--- src/rtl/core/rrp_pkg.sv ---
// Shared types and constants of the RESP request parser.
// Depends on nothing; imported by every module of the block.
package rrp_pkg;

   // Result kinds
   localparam logic KIND_TOKEN   = 1'b0;
   localparam logic KIND_VERDICT = 1'b1;

   // Verdict codes
   localparam logic [1:0] REPLY_ERROR       = 2'd0;
   localparam logic [1:0] REPLY_PONG        = 2'd1;
   localparam logic [1:0] REPLY_EMPTY_ARRAY = 2'd2;
   localparam logic [1:0] REPLY_NONE        = 2'd3;

   // Protocol characters
   localparam logic [7:0] CHR_STAR   = 8'h2A;
   localparam logic [7:0] CHR_DOLLAR = 8'h24;
   localparam logic [7:0] CHR_CR     = 8'h0D;
   localparam logic [7:0] CHR_LF     = 8'h0A;
   localparam logic [7:0] CHR_ZERO   = 8'h30;
   localparam logic [7:0] CHR_NINE   = 8'h39;
   localparam logic [7:0] CHR_LOW_A  = 8'h61;
   localparam logic [7:0] CHR_LOW_Z  = 8'h7A;
   localparam logic [7:0] CASE_DIFF  = 8'h20;

   // Result queue geometry
   localparam int FIFO_DEPTH = 4;
   localparam int PTR_W      = 2;
   localparam int LEVEL_W    = 3;

   typedef struct packed {
      logic       has_byte;
      logic [7:0] data_byte;
      logic       end_of_request;
   } rrp_req_type;

   typedef struct packed {
      logic        kind;
      logic [7:0]  token_byte;
      logic [15:0] token_number;
      logic        token_first;
      logic        token_last;
      logic [1:0]  reply_code;
      logic [15:0] complete_tokens;
      logic        incomplete;
   } rrp_rsp_type;

   // Results produced by one accepted transaction (0, 1 or 2)
   typedef struct packed {
      logic [1:0]  count;
      rrp_rsp_type first;
      rrp_rsp_type second;
   } rrp_pair_type;

   typedef struct packed {
      logic [LEVEL_W-1:0] level;
      logic               room;
   } rrp_fifo_status_type;

   function automatic logic [7:0] ping_char(input logic [1:0] pos);
      logic [7:0] c;
      case (pos)
         2'd0:    c = 8'h50; // P
         2'd1:    c = 8'h49; // I
         2'd2:    c = 8'h4E; // N
         default: c = 8'h47; // G
      endcase
      return c;
   endfunction

   function automatic logic [7:0] command_char(input logic [2:0] pos);
      logic [7:0] c;
      case (pos)
         3'd0:    c = 8'h43; // C
         3'd1:    c = 8'h4F; // O
         3'd2:    c = 8'h4D; // M
         3'd3:    c = 8'h4D; // M
         3'd4:    c = 8'h41; // A
         3'd5:    c = 8'h4E; // N
         3'd6:    c = 8'h44; // D
         default: c = 8'h00;
      endcase
      return c;
   endfunction

endpackage

--- src/rtl/core/rrp_parser.sv ---
// Per-byte RESP parse state machine; builds the results of one transaction.
// Depends on rrp_pkg.
module rrp_parser
   import rrp_pkg::*;
#(
   parameter int NUMBER_WIDTH      = 32,
   parameter int TOKEN_COUNT_WIDTH = 16
) (
   input  logic         clock,
   input  logic         reset,
   input  logic         take,
   input  rrp_req_type  item,
   output rrp_pair_type pair
);

   typedef enum logic [10:0] {
      PH_MARK     = 11'b000_0000_0001,
      PH_COUNT0   = 11'b000_0000_0010,
      PH_COUNT    = 11'b000_0000_0100,
      PH_COUNT_LF = 11'b000_0000_1000,
      PH_DOLLAR   = 11'b000_0001_0000,
      PH_LEN0     = 11'b000_0010_0000,
      PH_LEN      = 11'b000_0100_0000,
      PH_LEN_LF   = 11'b000_1000_0000,
      PH_DATA     = 11'b001_0000_0000,
      PH_SKIP     = 11'b010_0000_0000,
      PH_DONE     = 11'b100_0000_0000
   } rrp_phase_type;

   localparam int NW = NUMBER_WIDTH;
   localparam int TW = TOKEN_COUNT_WIDTH;

   rrp_phase_type   phase_ff, phase_in;
   logic [NW-1:0]   acc_ff, acc_in;
   logic [NW-1:0]   elem_ff, elem_in;
   logic [NW-1:0]   bytes_ff, bytes_in;
   logic [1:0]      skip_ff, skip_in;
   logic [15:0]     cur_ff, cur_in;
   logic [TW-1:0]   total_ff, total_in;
   logic [2:0]      pos_ff, pos_in;
   logic            mping_ff, mping_in;
   logic            mcmd_ff, mcmd_in;
   logic            stop_ff, stop_in;

   logic            tok_emit;
   rrp_rsp_type     tok;
   rrp_rsp_type     verdict;
   logic            verdict_emit;
   logic [15:0]     total_rpt;

   // Decimal digit accumulate: acc*10 + d, flag overflow of NW bits.
   logic [NW+3:0]   acc_ext;
   logic [NW+3:0]   acc_mul;
   logic            is_digit;
   logic            digit_ok;

   assign is_digit = (item.data_byte >= CHR_ZERO) && (item.data_byte <= CHR_NINE);
   assign acc_ext  = {4'b0000, acc_ff};
   assign acc_mul  = (acc_ext << 3) + (acc_ext << 1)
                   + {{NW{1'b0}}, 4'(item.data_byte - CHR_ZERO)};
   assign digit_ok = is_digit && !(|acc_mul[NW+3:NW]);

   always_comb begin
      logic       fin;
      logic [7:0] up;
      logic [NW-1:0] elem_dec;
      logic [NW-1:0] bytes_dec;
      logic [1:0] skip_dec;

      phase_in = phase_ff;
      acc_in   = acc_ff;
      elem_in  = elem_ff;
      bytes_in = bytes_ff;
      skip_in  = skip_ff;
      cur_in   = cur_ff;
      total_in = total_ff;
      pos_in   = pos_ff;
      mping_in = mping_ff;
      mcmd_in  = mcmd_ff;
      stop_in  = stop_ff;
      fin      = 1'b0;
      tok_emit = 1'b0;
      tok      = '0;
      tok.kind = KIND_TOKEN;
      up       = ((item.data_byte >= CHR_LOW_A) && (item.data_byte <= CHR_LOW_Z))
               ? item.data_byte - CASE_DIFF : item.data_byte;
      bytes_dec = bytes_ff - NW'(1);
      skip_dec  = (skip_ff != 2'd0) ? skip_ff - 2'd1 : 2'd0;

      if (take && item.has_byte && !stop_ff) begin
         case (phase_ff)
            PH_MARK: begin
               if (item.data_byte == CHR_STAR) phase_in = PH_COUNT0;
               else stop_in = 1'b1;
            end
            PH_COUNT0, PH_COUNT: begin
               if (item.data_byte == CHR_CR && phase_ff == PH_COUNT) begin
                  phase_in = PH_COUNT_LF;
               end else if (digit_ok) begin
                  acc_in   = acc_mul[NW-1:0];
                  phase_in = PH_COUNT;
               end else begin
                  stop_in = 1'b1;
               end
            end
            PH_COUNT_LF: begin
               if (item.data_byte != CHR_LF) begin
                  stop_in = 1'b1;
               end else begin
                  elem_in  = acc_ff;
                  acc_in   = '0;
                  phase_in = (acc_ff == '0) ? PH_DONE : PH_DOLLAR;
               end
            end
            PH_DOLLAR: begin
               if (item.data_byte == CHR_DOLLAR) begin
                  phase_in = PH_LEN0;
                  acc_in   = '0;
               end else begin
                  stop_in = 1'b1;
               end
            end
            PH_LEN0, PH_LEN: begin
               if (item.data_byte == CHR_CR && phase_ff == PH_LEN) begin
                  phase_in = PH_LEN_LF;
               end else if (digit_ok) begin
                  acc_in   = acc_mul[NW-1:0];
                  phase_in = PH_LEN;
               end else begin
                  stop_in = 1'b1;
               end
            end
            PH_LEN_LF: begin
               if (item.data_byte != CHR_LF) begin
                  stop_in = 1'b1;
               end else begin
                  if (cur_ff == 16'd0) begin
                     mping_in = (acc_ff == NW'(4));
                     mcmd_in  = (acc_ff == NW'(7));
                     pos_in   = 3'd0;
                  end
                  bytes_in = acc_ff;
                  if (acc_ff == '0) fin = 1'b1;
                  else phase_in = PH_DATA;
               end
            end
            PH_DATA: begin
               tok_emit         = 1'b1;
               tok.token_byte   = item.data_byte;
               tok.token_number = cur_ff;
               tok.token_first  = (bytes_ff == acc_ff);
               if (cur_ff == 16'd0) begin
                  if (pos_ff[2] || up != ping_char(pos_ff[1:0])) mping_in = 1'b0;
                  if (pos_ff == 3'd7 || up != command_char(pos_ff)) mcmd_in = 1'b0;
                  if (pos_ff != 3'd7) pos_in = pos_ff + 3'd1;
               end
               bytes_in = bytes_dec;
               if (bytes_dec == '0) begin
                  tok.token_last = 1'b1;
                  fin            = 1'b1;
               end
            end
            PH_SKIP: begin
               skip_in = skip_dec;
               if (skip_dec == 2'd0) phase_in = PH_DOLLAR;
            end
            default: begin
            end
         endcase
      end

      // token finished: count it, step to the next element
      elem_dec = (elem_ff != '0) ? elem_ff - NW'(1) : '0;
      if (fin) begin
         if (!(&total_ff)) total_in = total_ff + TW'(1);
         cur_in  = cur_ff + 16'd1;
         elem_in = elem_dec;
         if (elem_dec == '0) begin
            phase_in = PH_DONE;
         end else begin
            phase_in = PH_SKIP;
            skip_in  = 2'd2;
         end
      end
   end

   if (TW > 16) begin : g_sat
      assign total_rpt = (|total_in[TW-1:16]) ? 16'hFFFF : total_in[15:0];
   end else begin : g_ext
      assign total_rpt = 16'(total_in);
   end

   assign verdict_emit = take && item.end_of_request;

   always_comb begin
      verdict                 = '0;
      verdict.kind            = KIND_VERDICT;
      verdict.complete_tokens = total_rpt;
      verdict.incomplete      = stop_in || (phase_in != PH_DONE && phase_in != PH_MARK);
      if (total_in == '0)  verdict.reply_code = REPLY_ERROR;
      else if (mcmd_in)    verdict.reply_code = REPLY_EMPTY_ARRAY;
      else if (mping_in)   verdict.reply_code = REPLY_PONG;
      else                 verdict.reply_code = REPLY_NONE;
   end

   always_comb begin
      pair.second = verdict;
      if (tok_emit && verdict_emit) begin
         pair.count = 2'd2;
         pair.first = tok;
      end else if (tok_emit) begin
         pair.count = 2'd1;
         pair.first = tok;
      end else if (verdict_emit) begin
         pair.count = 2'd1;
         pair.first = verdict;
      end else begin
         pair.count = 2'd0;
         pair.first = tok;
      end
   end

   always_ff @(posedge clock) begin
      if (reset || verdict_emit) begin
         phase_ff <= PH_MARK;
         acc_ff   <= '0;
         elem_ff  <= '0;
         bytes_ff <= '0;
         skip_ff  <= 2'd0;
         cur_ff   <= 16'd0;
         total_ff <= '0;
         pos_ff   <= 3'd0;
         mping_ff <= 1'b1;
         mcmd_ff  <= 1'b1;
         stop_ff  <= 1'b0;
      end else begin
         phase_ff <= phase_in;
         acc_ff   <= acc_in;
         elem_ff  <= elem_in;
         bytes_ff <= bytes_in;
         skip_ff  <= skip_in;
         cur_ff   <= cur_in;
         total_ff <= total_in;
         pos_ff   <= pos_in;
         mping_ff <= mping_in;
         mcmd_ff  <= mcmd_in;
         stop_ff  <= stop_in;
      end
   end

endmodule

--- src/rtl/core/rrp_out_fifo.sv ---
// Four-entry result queue taking up to two results per cycle.
// Depends on rrp_pkg.
module rrp_out_fifo
   import rrp_pkg::*;
(
   input  logic                clock,
   input  logic                reset,
   input  rrp_pair_type        pair,
   input  logic                rsp_ready,
   output logic                rsp_valid,
   output rrp_rsp_type         rsp_item,
   output rrp_fifo_status_type status
);

   rrp_rsp_type        entries_ff [FIFO_DEPTH];
   logic [PTR_W-1:0]   wr_ptr_ff, wr_ptr_in;
   logic [PTR_W-1:0]   rd_ptr_ff, rd_ptr_in;
   logic [LEVEL_W-1:0] level_ff, level_in;
   logic [PTR_W-1:0]   wr_ptr_nxt;
   logic               pop;

   assign wr_ptr_nxt = wr_ptr_ff + PTR_W'(1);
   assign pop        = rsp_valid && rsp_ready;
   assign wr_ptr_in  = wr_ptr_ff + PTR_W'(pair.count);
   assign rd_ptr_in  = rd_ptr_ff + PTR_W'(pop);
   assign level_in   = level_ff + LEVEL_W'(pair.count) - LEVEL_W'(pop);

   assign rsp_valid     = (level_ff != '0);
   assign rsp_item      = entries_ff[rd_ptr_ff];
   assign status.level  = level_ff;
   assign status.room   = (level_ff <= LEVEL_W'(FIFO_DEPTH - 2));

   always_ff @(posedge clock) begin
      if (pair.count != 2'd0) entries_ff[wr_ptr_ff] <= pair.first;
      if (pair.count == 2'd2) entries_ff[wr_ptr_nxt] <= pair.second;
   end

   always_ff @(posedge clock) begin
      if (reset) begin
         wr_ptr_ff <= '0;
         rd_ptr_ff <= '0;
         level_ff  <= '0;
      end else begin
         wr_ptr_ff <= wr_ptr_in;
         rd_ptr_ff <= rd_ptr_in;
         level_ff  <= level_in;
      end
   end

endmodule

--- src/rtl/core/resp_request_parser.sv ---
// Top level of the RESP request parser: parse state machine plus result queue.
// Depends on rrp_pkg, rrp_parser and rrp_out_fifo.
//
// Usage: a request enters one byte per req_ transaction (has_byte set), with
// end_of_request on its last transaction. An empty request is a single
// transaction with has_byte clear and end_of_request set. Each data byte of a
// bulk string comes back as a token result (kind 0) with its token number and
// first/last marks; the end of a request gives one verdict result (kind 1)
// carrying the reply code, the complete-token count and the incomplete flag.
// A transaction yields zero, one or two results.
// Results are registered in the result queue and offered on rsp_ in order.
// Throughput: one request transaction per cycle while req_ready is high; the
// rate is set by the output side, which drains one result per cycle from a
// four-entry queue. req_ready is high while the queue holds two or fewer
// results, so a stalled receiver drops req_ready as soon as three or more
// results are waiting; no result is ever dropped.
// Reset: synchronous; parser returns to waiting for the array marker and the
// queue empties. The parser also returns to that state after every verdict.
module resp_request_parser
   import rrp_pkg::*;
#(
   parameter int NUMBER_WIDTH      = 32,
   parameter int TOKEN_COUNT_WIDTH = 16
) (
   input  logic        clock,
   input  logic        reset,
   input  logic        req_valid,
   output logic        req_ready,
   input  rrp_req_type req_item,
   output logic        rsp_valid,
   input  logic        rsp_ready,
   output rrp_rsp_type rsp_item
);

   rrp_pair_type        pair;
   rrp_fifo_status_type fifo_status;
   logic                take;

   // Two free slots are needed: one byte can give a token and a verdict.
   assign req_ready = fifo_status.room;
   assign take      = req_valid && req_ready;

   rrp_parser #(
      .NUMBER_WIDTH      (NUMBER_WIDTH),
      .TOKEN_COUNT_WIDTH (TOKEN_COUNT_WIDTH)
   ) u_parser (
      .clock (clock),
      .reset (reset),
      .take  (take),
      .item  (req_item),
      .pair  (pair)
   );

   rrp_out_fifo u_out_fifo (
      .clock     (clock),
      .reset     (reset),
      .pair      (pair),
      .rsp_ready (rsp_ready),
      .rsp_valid (rsp_valid),
      .rsp_item  (rsp_item),
      .status    (fifo_status)
   );

`ifndef NO_ASSERTIONS
   // Queue never overfills.
   a_level_bound: assert property (@(posedge clock) disable iff (reset)
      fifo_status.level <= LEVEL_W'(FIFO_DEPTH))
      else $error("result queue overflow");

   // Results only appear for an accepted transaction.
   a_push_on_take: assert property (@(posedge clock) disable iff (reset)
      pair.count != 2'd0 |-> take)
      else $error("result produced without accepted transaction");

   // A double push is always token first, verdict second.
   a_pair_order: assert property (@(posedge clock) disable iff (reset)
      pair.count == 2'd2 |->
         pair.first.kind == KIND_TOKEN && pair.second.kind == KIND_VERDICT)
      else $error("bad result ordering in double push");

   // Accepted transaction with a token and a verdict and no pop raises the level by two.
   a_level_step: assert property (@(posedge clock) disable iff (reset)
      pair.count == 2'd2 && !(rsp_valid && rsp_ready) |=>
         fifo_status.level == $past(fifo_status.level) + LEVEL_W'(2))
      else $error("queue level tracking slip");
`endif

endmodule

--- config.mk ---
export PLATFORM = sky130hd
export DESIGN_NAME = resp_request_parser
export DESIGN_NICKNAME = d
export VERILOG_FILES = /design/src/rtl/core/rrp_pkg.sv /design/src/rtl/core/rrp_parser.sv /design/src/rtl/core/rrp_out_fifo.sv /design/src/rtl/core/resp_request_parser.sv
export SDC_FILE = /design/constraint.sdc
export NUM_CORES = 1
export LEC_CHECK = 0
export BUFFER_PORTS_ARGS = -buffer_cell sky130_fd_sc_hd__buf_2
export CORE_MARGIN = 2
export CORE_UTILIZATION = 55
export DETAILED_ROUTE_END_ITERATION = 8
export HOLD_SLACK_MARGIN = 0.1
export MAX_ROUTING_LAYER = met4
export PLACE_DENSITY = 0.72
export SLEW_MARGIN = 30
export SYNTH_ARGS = -nofsm -noshare
export SYNTH_HDL_FRONTEND = slang
export SYNTH_SLANG_ARGS = --single-unit
--- constraint.sdc ---
create_clock -name clock -period 5.6 [get_ports clock]
set_input_delay 0.28 -clock clock [delete_from_list [all_inputs] [get_ports clock]]
set_output_delay 0.28 -clock clock [all_outputs]
set_load 0.01 [all_outputs]
# Word level (Yosys, flattened, before mapping)
# Memories as Yosys holds them, arrays and structs flattened. A register that Yosys moved wholly into a read port is not among the register bits.
# Cells that the tools add are included.
[word_totals] memories=1 elab_cells=208 output_inout_bits=48 ramBits=184 reg_bits=154
[op_classes] addsub=15 reduce_logical=44 mux=88 magnitude_cmp=5 eq_ne=41
[mem_list] memory="u_out_fifo.entries_ff" depth=4 word_bits=46 rd=1 rd_ports_with_merged_regs=1 write_ports=2 line="rrp_out_fifo.sv:15" rtl="rrp_rsp_type entries_ff [FIFO_DEPTH];"
[op_table] op="2-to-1 mux 32 bit" n=10
[op_table] op="2-to-1 mux 11 bit" n=14
[op_table] op="case mux 32 bit (4 select lines)" n=1
[op_table] op="zero test 32 bit" n=3
[op_table] op="2-to-1 mux 48 bit" n=2
[op_table] op="case mux 11 bit (7 select lines)" n=1
[op_table] op="equality test 32 x 3 -> 1 bit (second input constant)" n=2
[op_table] op="case mux 32 bit (2 select lines)" n=1
[op_table] op="subtractor 32 x 1 -> 32 bit (second input constant)" n=2
[op_table] op="2-to-1 mux 8 bit" n=7
[op_table] op="2-to-1 mux 26 bit" n=2
[op_table] op="2-to-1 mux 47 bit" n=1
[op_table] op="case mux 7 bit (6 select lines)" n=1
[op_table] op="adder 35 x 33 -> 36 bit" n=1
[op_table] op="adder 36 x 4 -> 36 bit" n=1
[op_table] op="adder 16 x 1 -> 16 bit (second input constant)" n=2
[op_table] op="equality test 32 bit" n=1
[op_table] op="zero test 16 bit" n=2
[op_table] op="2-to-1 mux 16 bit" n=2
[op_table] op="nonzero test 32 bit" n=1
[op_table] op="2-to-1 mux 1 bit" n=27
[op_table] op="2-to-1 mux 2 bit" n=9
[op_table] op="equality test 8 x 6 -> 1 bit (second input constant)" n=2
[op_table] op="!= test 8 bit" n=2
[op_table] op="other kinds (54)" n=96

# Logic depth before layout (Yosys ltp)
[depth] depth_word=20 ltp_mapped=18 ltp_nobuf=15

# Hierarchy
# From an unflattened synthesis, not the netlist that was laid out.
[unflattened] hier_cells=2290 area_unflattened_um2=22250.1
[modules_own_cells] module="rrp_parser" area_per_inst_um2=12637.1 cells_each=1796 n_inst=1 seq_area_each_um2=2942.8
[modules_own_cells] module="rrp_out_fifo" area_per_inst_um2=9606.7 cells_each=493 n_inst=1 seq_area_each_um2=5665.4
[modules_own_cells] module="resp_request_parser" area_per_inst_um2=6.3 cells_each=1 n_inst=1 seq_area_each_um2=0.0

# Least setup slack after synthesis
# No wires, ideal clock.
[synth_timing] path_kind="input-to-reg" start="input port req_item[4] in the netlist's numbering" end="register u_parser.acc_ff[10]" arrival_time_ns=4.639 stages=17 required_ns=5.472 setup_slack_ns=0.833 path_cell_list="clkbuf_1 inv_1 fa_1 inv_1 fa_1 a211oi_1 o21ai_0 o211ai_1 o211ai_1 a31oi_1 a21oi_1 a2111oi_1 a21oi_1 nor4_2 buf_2 mux2i_1 nor2_1"
[synth_between] elab_chain_cells=8 elab_cells_between_ends=22 cone_classes="add/sub: 2; order compare: 2; eq/ne: 7; mux: 4; reduce/logical: 7"
[synth_lines] item="from (decl)" line="resp_request_parser.sv:29" rtl="input rrp_req_type req_item,"
[synth_lines] item="subtractor 4 x 1 -> 4 bit" line="rrp_parser.sv:60" rtl="+ {{NW{1'b0}}, 4'(item.data_byte - CHR_ZERO)};"
[synth_lines] item="adder 36 x 4 -> 36 bit" line="rrp_parser.sv:60"
[synth_lines] item="OR reduction 4 bit" line="rrp_parser.sv:61" rtl="assign digit_ok = is_digit && !(|acc_mul[NW+3:NW]);"
[synth_lines] item="zero test 1 bit" line="rrp_parser.sv:61"
[synth_lines] item="logical AND 1 bit" line="rrp_parser.sv:61"
[synth_lines] item="2-to-1 mux 32 bit" line="rrp_parser.sv:99, rrp_parser.sv:126"
[synth_lines] item="2-to-1 mux 32 bit, on equally long branches" line="rrp_parser.sv:124, rrp_parser.sv:97"
[synth_lines] item="case mux 32 bit (4 select lines)" line="rrp_parser.sv:91" rtl="case (phase_ff)"
[synth_lines] item="to (signal assigned)" line="rrp_parser.sv:238" rtl="acc_ff <= acc_in;"
[synth_lines] item="to (decl)" line="rrp_parser.sv:34" rtl="logic [NW-1:0] acc_ff, acc_in;"
# Parallel ways exist; a longest one is shown, timed or not. The select of a mux whose other input is x is not followed.
# A chain may end at the register's enable or synchronous reset.

# Final worst setup path
[layout_timing] start="input port req_item[4] in the netlist's numbering" end="register u_parser.acc_ff[2]"
[layout_between] elab_chain_cells=8 elab_cells_between_ends=22 cone_classes="add/sub: 2; order compare: 2; eq/ne: 7; mux: 4; reduce/logical: 7"
[layout_lines] item="subtractor 4 x 1 -> 4 bit" line="rrp_parser.sv:60"
[layout_lines] item="adder 36 x 4 -> 36 bit" line="rrp_parser.sv:60"
[layout_lines] item="OR reduction 4 bit" line="rrp_parser.sv:61"
[layout_lines] item="zero test 1 bit" line="rrp_parser.sv:61"
[layout_lines] item="logical AND 1 bit" line="rrp_parser.sv:61"
[layout_lines] item="2-to-1 mux 32 bit"
[layout_lines] item="2-to-1 mux 32 bit, on equally long branches"
[layout_lines] item="case mux 32 bit (4 select lines)"
# Parallel ways exist; a longest one is shown, timed or not. The select of a mux whose other input is x is not followed.

==> run_results.csv <==
group,metric,value,unit
outcome,status,"finished, final reports clean",
pwr,internal-power,0.004358,W
yosys,synth_area,20110,um2
clocking,htreeDepth,2,
hold_path,min_from,"req_item[5]",
hold_path,hold_path_end,"u_out_fifo.entries_ff[0][41]$_SDFFE_PP0P_",
route,first_pass_iters,8,
global_route,overflow,0,
layout,fillCellCount,3117,
yosys,async_flop_share,0,%
layout,final_cell_mix,"nor2_1, dfxtp_1, nand2_1",
critical_path,reg2reg_depth,14,
timing,max_slew_margin,38.88,%
hold_path,hp-class,"primary input to flip-flop",
yosys,postSynthNetCount,2423,
clocking,clk_latency,0.58,ns
layout,drive_gt1_share,11.19,%
pwr,p_switching,0.001502,W
yosys,ys.warnings.count,0,
yosys,synth_cells,2321,
layout,final_area,22090,um2
route,drt-total-wl,58690,um
route,wl_per_cell,21.03,um
global_route,grt_pass1_wl,94570,um
pwr,seqPwrFrac,44.3,%
layout,fin_nets,2396,
critical_path,rr_endpoint,"u_out_fifo.entries_ff[3][18]$_DFFE_PP_",
timing,final.period_utilization,89.89,%
critical_path,timing.critical_path.from,"req_item[4]",
floorplanning,dieArea,38110,um2
timing,rsz0062_at_grt,"no",
global_route,grt_antenna_before_repair,0,
timing,worstMarginPinSlew,0.9085,ns
route,ant_nets,0,
clocking,clock_path_buffers,3,
critical_path,startpoint_type,"primary input",
clocking,cts-root-buf,"clkbuf_16",
floorplanning,ios,62,
pwr,vdd_drop_max,0.2325,mV
timing,setup_viol,0,
critical_path,crit_arrival,5.53,ns
timing,max_freq,0.1987,GHz
floorplanning,die_y,195.2,um
floorplanning,start_util,55.33,%
yosys,synth_cell_type_count,88,
floorplanning,rows,70,
yosys,synthFlopType,"dfxtp_1",
floorplanning,fp.dieW,195.2,um
pwr,combPwrFrac,11.0,%
yosys,syn_avg_cell_area,8.665,um2
pwr,power.density,265.3,nW/um2
placement,dp_hpwl,40220,um
floorplanning,core,36350,um2
route,vias_per_cell,6.440,
pwr,clockPowerShare,44.7,%
route,drt_iter0_drc,1676,
layout,diodes,0,
yosys,synth-seq-area-share,37.43,%
yosys,synth_edf_count,76,
route,via_count,17970,
critical_path,rr_startpoint,"u_parser.bytes_ff[0]$_SDFFE_PP0P_",
critical_path,rrSetupSlack,0.63,ns
timing,finalSetupTns,0,ns
clocking,cts.sinks,338,
critical_path,worst-path-max-fanout,34,
clocking,cts_buffers,39,
timing,skew,0.02959,ns
critical_path,endpoint_kind,"flip-flop",
timing,slew_violations,0,
layout,final_common_cell,"nor2_1",
timing,fin_crit,5.034,ns
global_route,grt.total_usage,31.69,%
clocking,post-cts-setup-buffer-count,0,
route,drc,0,
flow_run,maxCapViolCount,0,
hold_path,hold_depth,2,
pwr,swShare,25.63,%
pwr,p_leak,8.687,nW
placement,place.gp.congestion,0.9704,
critical_path,worst-setup-path-type,"primary input to flip-flop",
placement,io_buffers,61,
clocking,cts_tree,"yes",
placement,dpl_cell_area,20710,um2
global_route,grt_max_degree,53,
yosys,ys_ff_latch,338,
timing,final_hold_viol_count,0,
global_route,grt_pass1_vias,17100,
clocking,clk_pin_slew_worst_paths,0.06,ns
layout,syn_to_final_growth,9.817,%
critical_path,required,6.10,ns
-- kinds of logic after synthesis --
kind of cell    Yosys count  synth area share [%]
simple gates            924                 22.47
compound gates          538                 17.86
flops                   338                 37.43
buf+inv                 233                 4.504
xor+xnor                112                 4.877
mux                      88                 7.279
fa+ha+maj                88                 5.587
-- critical path, cell delays in order --
cell and delay, ns:
dlygate4sd3_1 0.53, buf_2 0.25, inv_1 0.16, fa_1 0.55
inv_1 0.07, fa_1 0.48, a211oi_1 0.24, o21ai_0 0.28
o211ai_1 0.26, o211ai_1 0.16, a31oi_1 0.41, a21oi_1 0.13
a2111oi_1 0.44, buf_4 0.24, a21oi_1 0.10, nor4_4 0.21
buf_12 0.30, mux2_2 0.37, nor2_1 0.08
-- power by group through the flow --
stage               registers (W)  logic, W  clock network [W]
floorplan                 0.00262  0.000459                  0
global placement          0.00264  0.000622                  0
detailed placement        0.00265  0.000641                  0
CTS                       0.00260  0.000646            0.00266
global route              0.00260  0.000701            0.00276
finish                    0.00260  0.000644            0.00262
-- per-stage QoR --
step	cells	hold WS [ns]	setup WS [ns]	total power [W]	util, %
3_5_place_dp	2716	0.4587	0.6287	0.003289	56.97
2_1_floorplan	2321	0.4198	0.8331	0.003079	-
4_1_cts	2791	0.1401	0.5992	0.005901	60.76
6_report	2791	0.1710	0.5661	0.005860	60.76
3_3_place_gp	2715	0.4341	0.8314	0.003266	56.89
5_1_grt	2791	0.1859	0.1693	0.006066	60.76
-- Yosys cell counts, types with 5 or more instances --
cell	count	area share, %
nor2_1	307	5.7
dfxtp_1	262	26
nand2_1	217	4.1
clkbuf_1	155	2.9
a21oi_1	136	3.4
o21ai_0	120	3.0
a22o_1	100	4.4
ha_1	85	5.3
edfxtp_1	76	11
xor2_1	73	3.2
nor3_1	65	1.6
inv_1	57	1.1
nand3_1	54	1.3
nor4_1	52	1.6
nand4_1	47	1.5
mux4_2	46	5.2
xnor2_1	39	1.7
mux2i_1	38	1.9
or3_1	33	1.0
a22oi_1	22	0.82
nand2b_1	20	0.62
o211ai_1	20	0.75
a31oi_1	19	0.59
nor2b_1	17	0.53
or4_1	17	0.63
and3_1	16	0.50
a211oi_1	15	0.56
a21o_1	15	0.56
and2_1	13	0.40
o31ai_1	13	0.49
or2_2	11	0.34
buf_1	10	0.19
nor4b_1	8	0.35
o21a_1	8	0.30
buf_2	7	0.17
nand3b_1	7	0.26
o21ai_1	7	0.17
a2bb2oi_1	6	0.26
nor3b_1	6	0.22
o22ai_1	6	0.19
and4_1	5	0.22
o31a_1	5	0.22
-- layout make-up --
type | instances | area, um2 | share of cell area (%)
clock buffers | 52 | 1105 | 5.002
clock inverters | 18 | 221.5 | 1.003
inverters | 58 | 217.7 | 0.9857
multi-input cells | 1750 | 11730 | 53.12
flip-flops and latches | 338 | 7530 | 34.09
well taps | 468 | 585.6 | 2.651
repair buffers | 107 | 695.7 | 3.150
-- registers in the layout (all words and copies together), names as in the netlist, 2 cells and up --
register,flops
u_parser.bytes_ff,32
u_out_fifo.entries_ff,184
u_parser.total_ff,16
u_out_fifo.rd_ptr_ff,2
u_parser.pos_ff,3
u_out_fifo.wr_ptr_ff,2
u_parser.acc_ff,32
u_out_fifo.level_ff,3
u_parser.cur_ff,16
u_parser.elem_ff,32
u_parser.skip_ff,2
u_parser.phase_ff,11
-- worst max path at each step --
stage | to | slack (ns)
floorplan | u_parser.acc_ff[10]$_SDFFE_PP0P_ | 0.83
global placement | u_parser.acc_ff[0]$_SDFFE_PP0P_ | 0.83
detailed placement | u_parser.acc_ff[2]$_SDFFE_PP0P_ | 0.63
CTS | u_parser.acc_ff[2]$_SDFFE_PP0P_ | 0.60
global route | u_parser.acc_ff[2]$_SDFFE_PP0P_ | 0.17
finish | u_parser.acc_ff[2]$_SDFFE_PP0P_ | 0.57
-- timing repair --
| action | 4_1_cts | 5_1_grt |
|---|---|---|
| resized for setup | 0 | 0 |
| setup endpoints to repair | 0 | 0 |
| hold buffers | 5 | 0 |
| hold endpoints to repair | 21 | 0 |
-- metal layers --
metal	routed length [um]	up-vias	global-route usage [%]
met4	2278	0	12.02
met3	4073	157	4.577
met1	25490	8638	41.91
met2	26850	747	49.48
li1	-	8432	-
met5	0	-	-
Note: power is estimated with default switching activity, not from simulation.
